--- src/hdl/sfcrc_pkg.sv ---
`default_nettype none
package sfcrc_pkg;

  localparam int unsigned BODY_LEN = 76;
  localparam logic [6:0] BODY_LEN_W = 7'(BODY_LEN);
  localparam logic [6:0] CHK_LO_POS = 7'(BODY_LEN + 1);

  localparam logic [7:0] SYNC_FIRST = 8'hDA;
  localparam logic [7:0] SYNC_SECOND = 8'h61;
  localparam logic [15:0] CRC_INIT = 16'hFFFF;
  localparam logic [15:0] CRC_POLY = 16'hA001;

  typedef enum logic [4:0] {
    PH_HUNT   = 5'b00001,
    PH_SYNC2  = 5'b00010,
    PH_BODY   = 5'b00100,
    PH_CHK_HI = 5'b01000,
    PH_CHK_LO = 5'b10000
  } phase_t;

  typedef enum logic [2:0] {
    ST_HUNT    = 3'd0,
    ST_TAKEN   = 3'd1,
    ST_GOOD    = 3'd2,
    ST_HDR_BAD = 3'd3,
    ST_CHK_BAD = 3'd4
  } status_t;

  typedef struct packed {
    status_t     status;
    logic [6:0]  byte_position;
    logic [7:0]  data_out;
    logic [31:0] error_total;
  } result_t;

  function automatic logic [15:0] crc16_add_byte(input logic [15:0] crc, input logic [7:0] b);
    logic [15:0] c;
    c = crc ^ {8'h00, b};
    for (int k = 0; k < 8; k++) begin
      if (c[0]) begin
        c = (c >> 1) ^ CRC_POLY;
      end else begin
        c = c >> 1;
      end
    end
    return c;
  endfunction

endpackage
`default_nettype wire

--- src/hdl/sync_framed_crc16_packet_parser_unit.sv ---
// Channel  Direction  Handshake             Payload
// input    in         in_valid / in_stall   rx_byte
// output   out        out_valid / out_stall status, byte_position, data_out, error_total
//
// One beat is taken per clock cycle while in_stall is low; its result is registered.
// The parse state and CRC update are done between the input and the result register.
// A skid register behind the result register takes one more beat while out_stall is high.
// in_stall is high only while the skid register holds a beat.
// rst is synchronous and returns the parser to hunting with an empty output.
`default_nettype none
module sync_framed_crc16_packet_parser_unit
  import sfcrc_pkg::*;
(
  input  wire logic        clk,
  input  wire logic        rst,
  input  wire logic        in_valid,
  output logic             in_stall,
  input  wire logic [7:0]  rx_byte,
  output logic             out_valid,
  input  wire logic        out_stall,
  output logic [2:0]       status,
  output logic [6:0]       byte_position,
  output logic [7:0]       data_out,
  output logic [31:0]      error_total
);

  phase_t      phase, phase_next;
  logic [6:0]  byte_count, byte_count_next;
  logic [15:0] crc_accum, crc_accum_next;
  logic [7:0]  check_high_byte, check_high_byte_next;
  logic [31:0] error_counter, error_counter_next;

  result_t     result_new;
  result_t     out_reg;
  result_t     skid_reg;
  logic        skid_valid;
  logic        accept;
  logic        take;
  logic [15:0] crc_step;

  assign in_stall = skid_valid;
  assign accept   = in_valid && !skid_valid;
  assign take     = out_valid && !out_stall;
  assign crc_step = crc16_add_byte((phase == PH_HUNT) ? CRC_INIT : crc_accum, rx_byte);

  always_comb begin
    status_t    st;
    logic [6:0] pos;
    phase_next           = phase;
    byte_count_next      = byte_count;
    crc_accum_next       = crc_accum;
    check_high_byte_next = check_high_byte;
    error_counter_next   = error_counter;
    st                   = ST_HUNT;
    pos                  = 7'd0;
    case (phase)
      PH_HUNT: begin
        if (rx_byte == SYNC_FIRST) begin
          crc_accum_next  = crc_step;
          byte_count_next = 7'd1;
          phase_next      = PH_SYNC2;
          st              = ST_TAKEN;
        end
      end
      PH_SYNC2: begin
        if (rx_byte == SYNC_SECOND) begin
          crc_accum_next  = crc_step;
          pos             = byte_count;
          byte_count_next = 7'd2;
          st              = ST_TAKEN;
          phase_next      = (7'd2 >= BODY_LEN_W) ? PH_CHK_HI : PH_BODY;
        end else begin
          error_counter_next = error_counter + 32'd1;
          st                 = ST_HDR_BAD;
          phase_next         = PH_HUNT;
          byte_count_next    = 7'd0;
          crc_accum_next     = CRC_INIT;
        end
      end
      PH_BODY: begin
        crc_accum_next  = crc_step;
        pos             = byte_count;
        byte_count_next = byte_count + 7'd1;
        st              = ST_TAKEN;
        if (byte_count_next >= BODY_LEN_W) begin
          phase_next = PH_CHK_HI;
        end
      end
      PH_CHK_HI: begin
        check_high_byte_next = rx_byte;
        pos                  = BODY_LEN_W;
        st                   = ST_TAKEN;
        phase_next           = PH_CHK_LO;
      end
      PH_CHK_LO: begin
        if (crc_accum == {check_high_byte, rx_byte}) begin
          st  = ST_GOOD;
          pos = CHK_LO_POS;
        end else begin
          error_counter_next = error_counter + 32'd1;
          st                 = ST_CHK_BAD;
        end
        phase_next      = PH_HUNT;
        byte_count_next = 7'd0;
        crc_accum_next  = CRC_INIT;
      end
      default: begin
        phase_next      = PH_HUNT;
        byte_count_next = 7'd0;
        crc_accum_next  = CRC_INIT;
      end
    endcase
    result_new.status        = st;
    result_new.byte_position = pos;
    result_new.data_out      = rx_byte;
    result_new.error_total   = error_counter_next;
  end

  always_ff @(posedge clk) begin
    if (rst) begin
      phase           <= PH_HUNT;
      byte_count      <= 7'd0;
      crc_accum       <= CRC_INIT;
      check_high_byte <= 8'd0;
      error_counter   <= 32'd0;
    end else if (accept) begin
      phase           <= phase_next;
      byte_count      <= byte_count_next;
      crc_accum       <= crc_accum_next;
      check_high_byte <= check_high_byte_next;
      error_counter   <= error_counter_next;
    end
  end

  always_ff @(posedge clk) begin
    if (rst) begin
      out_valid  <= 1'b0;
      skid_valid <= 1'b0;
    end else if (skid_valid) begin
      if (take) begin
        out_reg    <= skid_reg;
        skid_valid <= 1'b0;
      end
    end else if (accept) begin
      if (!out_valid || take) begin
        out_reg   <= result_new;
        out_valid <= 1'b1;
      end else begin
        skid_reg   <= result_new;
        skid_valid <= 1'b1;
      end
    end else if (take) begin
      out_valid <= 1'b0;
    end
  end

  assign status        = out_reg.status;
  assign byte_position = out_reg.byte_position;
  assign data_out      = out_reg.data_out;
  assign error_total   = out_reg.error_total;

  a_skid_implies_out: assert property (@(posedge clk) disable iff (rst)
    skid_valid |-> out_valid)
    else $error("Skid register holds a beat while the output register is empty.");

  a_accept_gives_out: assert property (@(posedge clk) disable iff (rst)
    accept |=> out_valid)
    else $error("An accepted beat did not produce a result.");

  a_error_step: assert property (@(posedge clk) disable iff (rst)
    (accept && (result_new.status == ST_HDR_BAD || result_new.status == ST_CHK_BAD))
    |=> error_counter == $past(error_counter) + 32'd1)
    else $error("Error count did not advance by one on a failure.");

  a_error_hold: assert property (@(posedge clk) disable iff (rst)
    !accept |=> $stable(error_counter))
    else $error("Error count changed without an accepted beat.");

  a_body_count: assert property (@(posedge clk) disable iff (rst)
    phase == PH_BODY |-> (byte_count >= 7'd2 && byte_count < BODY_LEN_W))
    else $error("Body byte count out of range.");

endmodule
`default_nettype wire

--- config.mk ---
export PLATFORM = sky130hd
export DESIGN_NAME = sync_framed_crc16_packet_parser_unit
export DESIGN_NICKNAME = d
export VERILOG_FILES = /design/src/hdl/sfcrc_pkg.sv /design/src/hdl/sync_framed_crc16_packet_parser_unit.sv
export SDC_FILE = /design/constraint.sdc
export NUM_CORES = 1
export LEC_CHECK = 0
export BUFFER_PORTS_ARGS = -buffer_cell sky130_fd_sc_hd__buf_4
export CAP_MARGIN = 25
export CORE_MARGIN = 4
export CORE_UTILIZATION = 62
export CTS_BUF_LIST = sky130_fd_sc_hd__clkbuf_2 sky130_fd_sc_hd__clkbuf_4 sky130_fd_sc_hd__clkbuf_8
export CTS_CLUSTER_DIAMETER = 60
export DETAILED_ROUTE_END_ITERATION = 8
export PLACE_DENSITY_LB_ADDON = 0.05
export SETUP_SLACK_MARGIN = 0.05
export SYNTH_ARGS = -nofsm -noshare
export SYNTH_HDL_FRONTEND = slang
export SYNTH_SLANG_ARGS = --single-unit
export TNS_END_PERCENT = 20
--- constraint.sdc ---
create_clock -name clk -period 6.7 [get_ports clk]
set_input_delay 1.005 -clock clk [delete_from_list [all_inputs] [get_ports clk]]
set_output_delay 1.005 -clock clk [all_outputs]
set_load 0.03 [all_outputs]
# Yosys cells after proc, flatten, opt, wreduce, memory -nomap -nowiden
# Index checks and enable logic that the tools add are counted.
dict set report op_classes {
  n_addsub 2
  n_lt_le_gt_ge 1
  n_eq_ne 12
  muxes 40
  bitwise 13
  reduce_logical 16
}
# operator n
set ops {}
lappend ops {{$mux W50} 4}
lappend ops {{$mux W16} 11}
lappend ops {{$mux W32} 2}
lappend ops {{$pmux W16 S4} 1}
lappend ops {{$pmux W32 S2} 1}
lappend ops {{$pmux W7 S4} 2}
lappend ops {{$add A32 B1 Y32 const B} 1}
lappend ops {{$not A2 Y3} 8}
lappend ops {{$mux W7} 3}
lappend ops {{$pmux W5 S4} 1}
lappend ops {{$eq A16 B16 Y1} 1}
lappend ops {{$xor A16 B8 Y16} 1}
lappend ops {{$pmux W3 S4} 1}
lappend ops {{$mux W5} 2}
lappend ops {{$reduce_and A3 Y1} 3}
lappend ops {{$eq A8 B7 Y1 const B} 1}
lappend ops {{$eq A8 B8 Y1 const B} 1}
lappend ops {{$mux W1} 8}
lappend ops {{$reduce_and A4 Y1} 2}
lappend ops {{$add A7 B1 Y7 const B} 1}
lappend ops {{$ge A7 B7 Y1 const B} 1}
lappend ops {{$mux W3} 2}
lappend ops {{$ne A2 B1 Y1 const B} 3}
lappend ops {{$reduce_bool A2 Y1} 3}
lappend ops {{other kinds (13)} 20}
dict set report totals {
  ff_bits 170
  input_bits 12
  out_inout_bits 52
}

# Logic depth before layout (Yosys ltp)
dict set report depth {
  depth_word 21
  depth_mapped 10
}

# Worst setup path after synthesis
# No wires, ideal clock.
dict set report synth_timing {
  kind {input to register}
  start {in in_valid}
  end {reg out_reg (netlist bit byte_position[0]) (enable)}
  setup_ns 0.533
  arrival_time_ns 5.327
  setup_slack_ns 0.840
  path_stages 4
  n_path_buf 1
  cell_sequence {nor2b_1 clkbuf_1 a21oi_1 a211oi_1}
}
dict set report synth_between {
  elab_chain_len 3
}
# item line_no
set synth_lines {}
lappend synth_lines {{start, declared} sync_framed_crc16_packet_parser_unit.sv:16} ;# input wire logic in_valid,
lappend synth_lines {{$logic_and A1 B1 Y1} sync_framed_crc16_packet_parser_unit.sv:42} ;# assign accept = in_valid && !skid_valid;
lappend synth_lines {{$reduce_bool A2 Y1 (no source line)} n/a}
lappend synth_lines {{$reduce_and A4 Y1 (no source line)} n/a}
lappend synth_lines {{end signal, assigned} sync_framed_crc16_packet_parser_unit.sv:141} ;# out_reg <= skid_reg;
lappend synth_lines {{end signal, assigned} sync_framed_crc16_packet_parser_unit.sv:146} ;# out_reg <= result_new;
lappend synth_lines {{end, declared} sync_framed_crc16_packet_parser_unit.sv:34} ;# result_t out_reg;
# Every way passes these cells.
# A chain may end at the register's enable or synchronous reset.

# Worst setup path in the final report
dict set report layout_timing {
  start {in rx_byte[3]}
  end {reg out_reg (netlist bit error_total[23]) (data pin)}
}
dict set report layout_between {
  elab_chain_len 6
}
# item line_no
set layout_lines {}
lappend layout_lines {{start, declared} sync_framed_crc16_packet_parser_unit.sv:18} ;# input wire logic [7:0] rx_byte,
lappend layout_lines {{$eq A16 B16 Y1 / $eq A8 B7 Y1 (equally long branches)} {sync_framed_crc16_packet_parser_unit.sv:96, sync_framed_crc16_packet_parser_unit.sv:66}}
lappend layout_lines {{$mux W32, on equally long branches} {sync_framed_crc16_packet_parser_unit.sv:96, sync_framed_crc16_packet_parser_unit.sv:66}}
lappend layout_lines {{$pmux W32 S2 *} sync_framed_crc16_packet_parser_unit.sv:56} ;# case (phase)
lappend layout_lines {{$mux W50 *} sync_framed_crc16_packet_parser_unit.sv:145} ;# if (!out_valid || take) begin
lappend layout_lines {{$mux W50 *} sync_framed_crc16_packet_parser_unit.sv:144} ;# end else if (accept) begin
lappend layout_lines {{$mux W50 *} sync_framed_crc16_packet_parser_unit.sv:139} ;# end else if (skid_valid) begin
# Every way passes the cells marked *; elsewhere a longest branch is shown, timed or not. The select of a mux whose other input is x is not followed.

==> results_dict.tcl <==
set metrics [dict create \
    hp-class "flip-flop to flip-flop" \
    seq_area_mm2 0.00440 \
    clock_sinks 170 \
    dr.pass1.iters 5 \
    final_common_cell "edfxtp_1" \
    coreArea_mm2 0.0132 \
    wl_per_cell_um 17.6 \
    finalWirelength_um 18100 \
    clk_latency_ns 0.47 \
    yosysWarnings 0 \
    finalHoldViolCount 0 \
    timing.final.crit_share_pct 52.2 \
    fin_area_mm2 0.00931 \
    powerDensity_mw_per_mm2 220 \
    post_cts_buffers 0 \
    setup_viol 0 \
    ff2ff_setup_slack_ns 3.51 \
    yosysUniqueCellTypes 70 \
    synth.area.top_cells "edfxtp_1 36%, dfxtp_1 17%, nand2_1 3.3%" \
    hpwl_um 11700 \
    cts_resized 0 \
    synthArstFlopShare_pct 0 \
    cts_max_level 4 \
    clk_path_buf_depth 2 \
    rows 42 \
    postCtsHoldBufs 0 \
    ant_nets 0 \
    vias 6347 \
    die_w_um 124 \
    rr_startpoint "in_stall" \
    ys_ff_latch 170 \
    maxCapViolations 0 \
    ios 64 \
    root_buffer "clkbuf_8" \
    grt_pass1_wl_um 30100 \
    synth_top_area_cell "edfxtp_1" \
    setup.worst_path.class "primary input to flip-flop" \
    r2r-end "crc_accum[0]" \
    n_antenna_cell 0 \
    fp.dieH_um 124 \
    worst_setup_path_end_kind "flip-flop" \
    max_freq_mhz 286 \
    multiInputGateArea_mm2 0.00366 \
    worstMarginPinSlew_ns 0.766 \
    dr.first_iter.drc_count 587 \
    largest_reg_flops 50 \
    start_util_pct 63.3 \
    critPathLaunchType "primary input" \
    nets 855 \
    path_clk_slew_ns 0.08 \
    hold_end "check_high_byte[0]" \
    track_usage_pct 23.5 \
    cts_made_buffers 17 \
    stdcell_count 1030 \
    synth_top_area_share_pct 35.8 \
    tns_ns 0 \
    crit_fanout 59 \
    rsz0062_at_grt "no" \
    holdCritStartpoint "check_high_byte[0]" \
    min_path_cells 2 \
    synth_edf_count 100 \
    synth_ff_type "edfxtp_1" \
    grt_pass1_vias 6102 \
    grt-ovfl-total 0 \
    synth_nets 826 \
    grt_start_max_net_pins 64 \
    slew_headroom_pct 48.9 \
    r2r_cells 9 \
    fill_cells 1034 \
    layout_common_cells "100 x edfxtp_1, 74 x nand2_1, 72 x buf_4" \
    syn_inst 812 \
    portBuffers 63 \
    p_leak_uw 0.00331 \
    hold_ws_ns 0.478 \
    max-vdd-ir-drop_v 0.000121 \
    route.detailed.drc 0 \
    area_growth_pct 11.1 \
    avgSynthCellArea_um2 10.3 \
    synth_area_mm2 0.00838 \
    via_per_inst 6.16 \
    die_area_mm2 0.0154 \
    required_ns 7.01 \
    min_period_ns 3.50 \
    dp_cells 996 \
    final_max_slew_viol_count 0 \
    status "completed" \
    skew_ns 0.00947 \
    ys_seq_area_share_pct 52.6 \
    finalWeightedCongestion 0.904 \
    drive_gt1_share_pct 16.9 \
    cts_tree "built" \
    antenna_found_initial 0 \
    total_power_uw 2050 \
    post_dp_cell_area_mm2 0.00886 \
    critPathArrivalTime_ns 3.81 \
]
-- worst max-delay path: stages --
cell and delay (ns):
buf_4 0.15, xor2_1 0.18, nor4_1 0.35, nand4_1 0.42, a21oi_4 0.73, buf_4 0.53, o21ai_0 0.22, a31oi_1 0.21
-- cells by family after synthesis --
| logic type | after synthesis | share of synthesized area [%] |
|---|---|---|
| AO/OA/AOI/OAI | 184 | 14.0 |
| XOR/XNOR | 55 | 6.08 |
| adder cells (fa/ha/maj) | 2 | 0.299 |
| buffers and inverters | 71 | 4.11 |
| flip-flops | 170 | 52.6 |
| multiplexers | 23 | 3.14 |
| AND/OR/NAND/NOR | 307 | 19.9 |
-- cell usage after synthesis (11+ instances only) --
master / count
edfxtp_1: 100
nand2_1: 74
dfxtp_1: 70
nor2_1: 62
a21oi_1: 48
clkbuf_1: 42
o21ai_0: 34
or4_1: 32
nand3_1: 28
o31ai_1: 27
xnor2_1: 27
a31oi_1: 26
xor2_1: 26
or3_1: 23
mux2_2: 21
nor3_1: 21
buf_2: 11
nand4_1: 11
-- how the worst max path moves through the flow --
stage                          start               end  slack (ns)  cells after the start
after floorplan             in_valid  byte_position[0]        0.84                      4
after global placement    rx_byte[3]    error_total[8]        2.49                      8
after detailed placement  rx_byte[3]   error_total[23]        2.41                      8
after CTS                 rx_byte[3]   error_total[23]        2.90                      8
after global routing      rx_byte[3]   error_total[18]        2.94                      8
final                     rx_byte[3]   error_total[23]        3.20                      8
-- per-stage QoR --
stage / utilization [%] / setup slack [ns]
after CTS: 70.0 / 2.90
after global placement: 66.8 / 2.49
after detailed placement: 66.9 / 2.41
after global routing: 70.3 / 2.94
after floorplan: - / 0.840
final: 70.3 / 3.20
-- routing by layer --
metal	GRT usage, %	share of wire (%)	vias up
met3	4.67	4.4	29
met4	8.38	2.0	0
li1	-	-	3088
met2	41.3	51	161
met1	28.9	42	3069
met5	0	0	-
-- power by group --
part / internal [uW] / switching (uW)
clock network: 401 / 351
registers: 1120 / 7.60
logic: 57.0 / 108
total: 1580 / 466
-- final cells by class --
type / instances / share of cell area, %
Timing Repair Buffer: 75 / 6.38
Tap cell: 176 / 2.36
Clock inverter: 9 / 1.30
Clock buffer: 23 / 3.13
Sequential cell: 170 / 47.3
Inverter: 6 / 0.242
Multi-Input combinational cell: 571 / 39.3
Power figures use the tool's default switching activity.
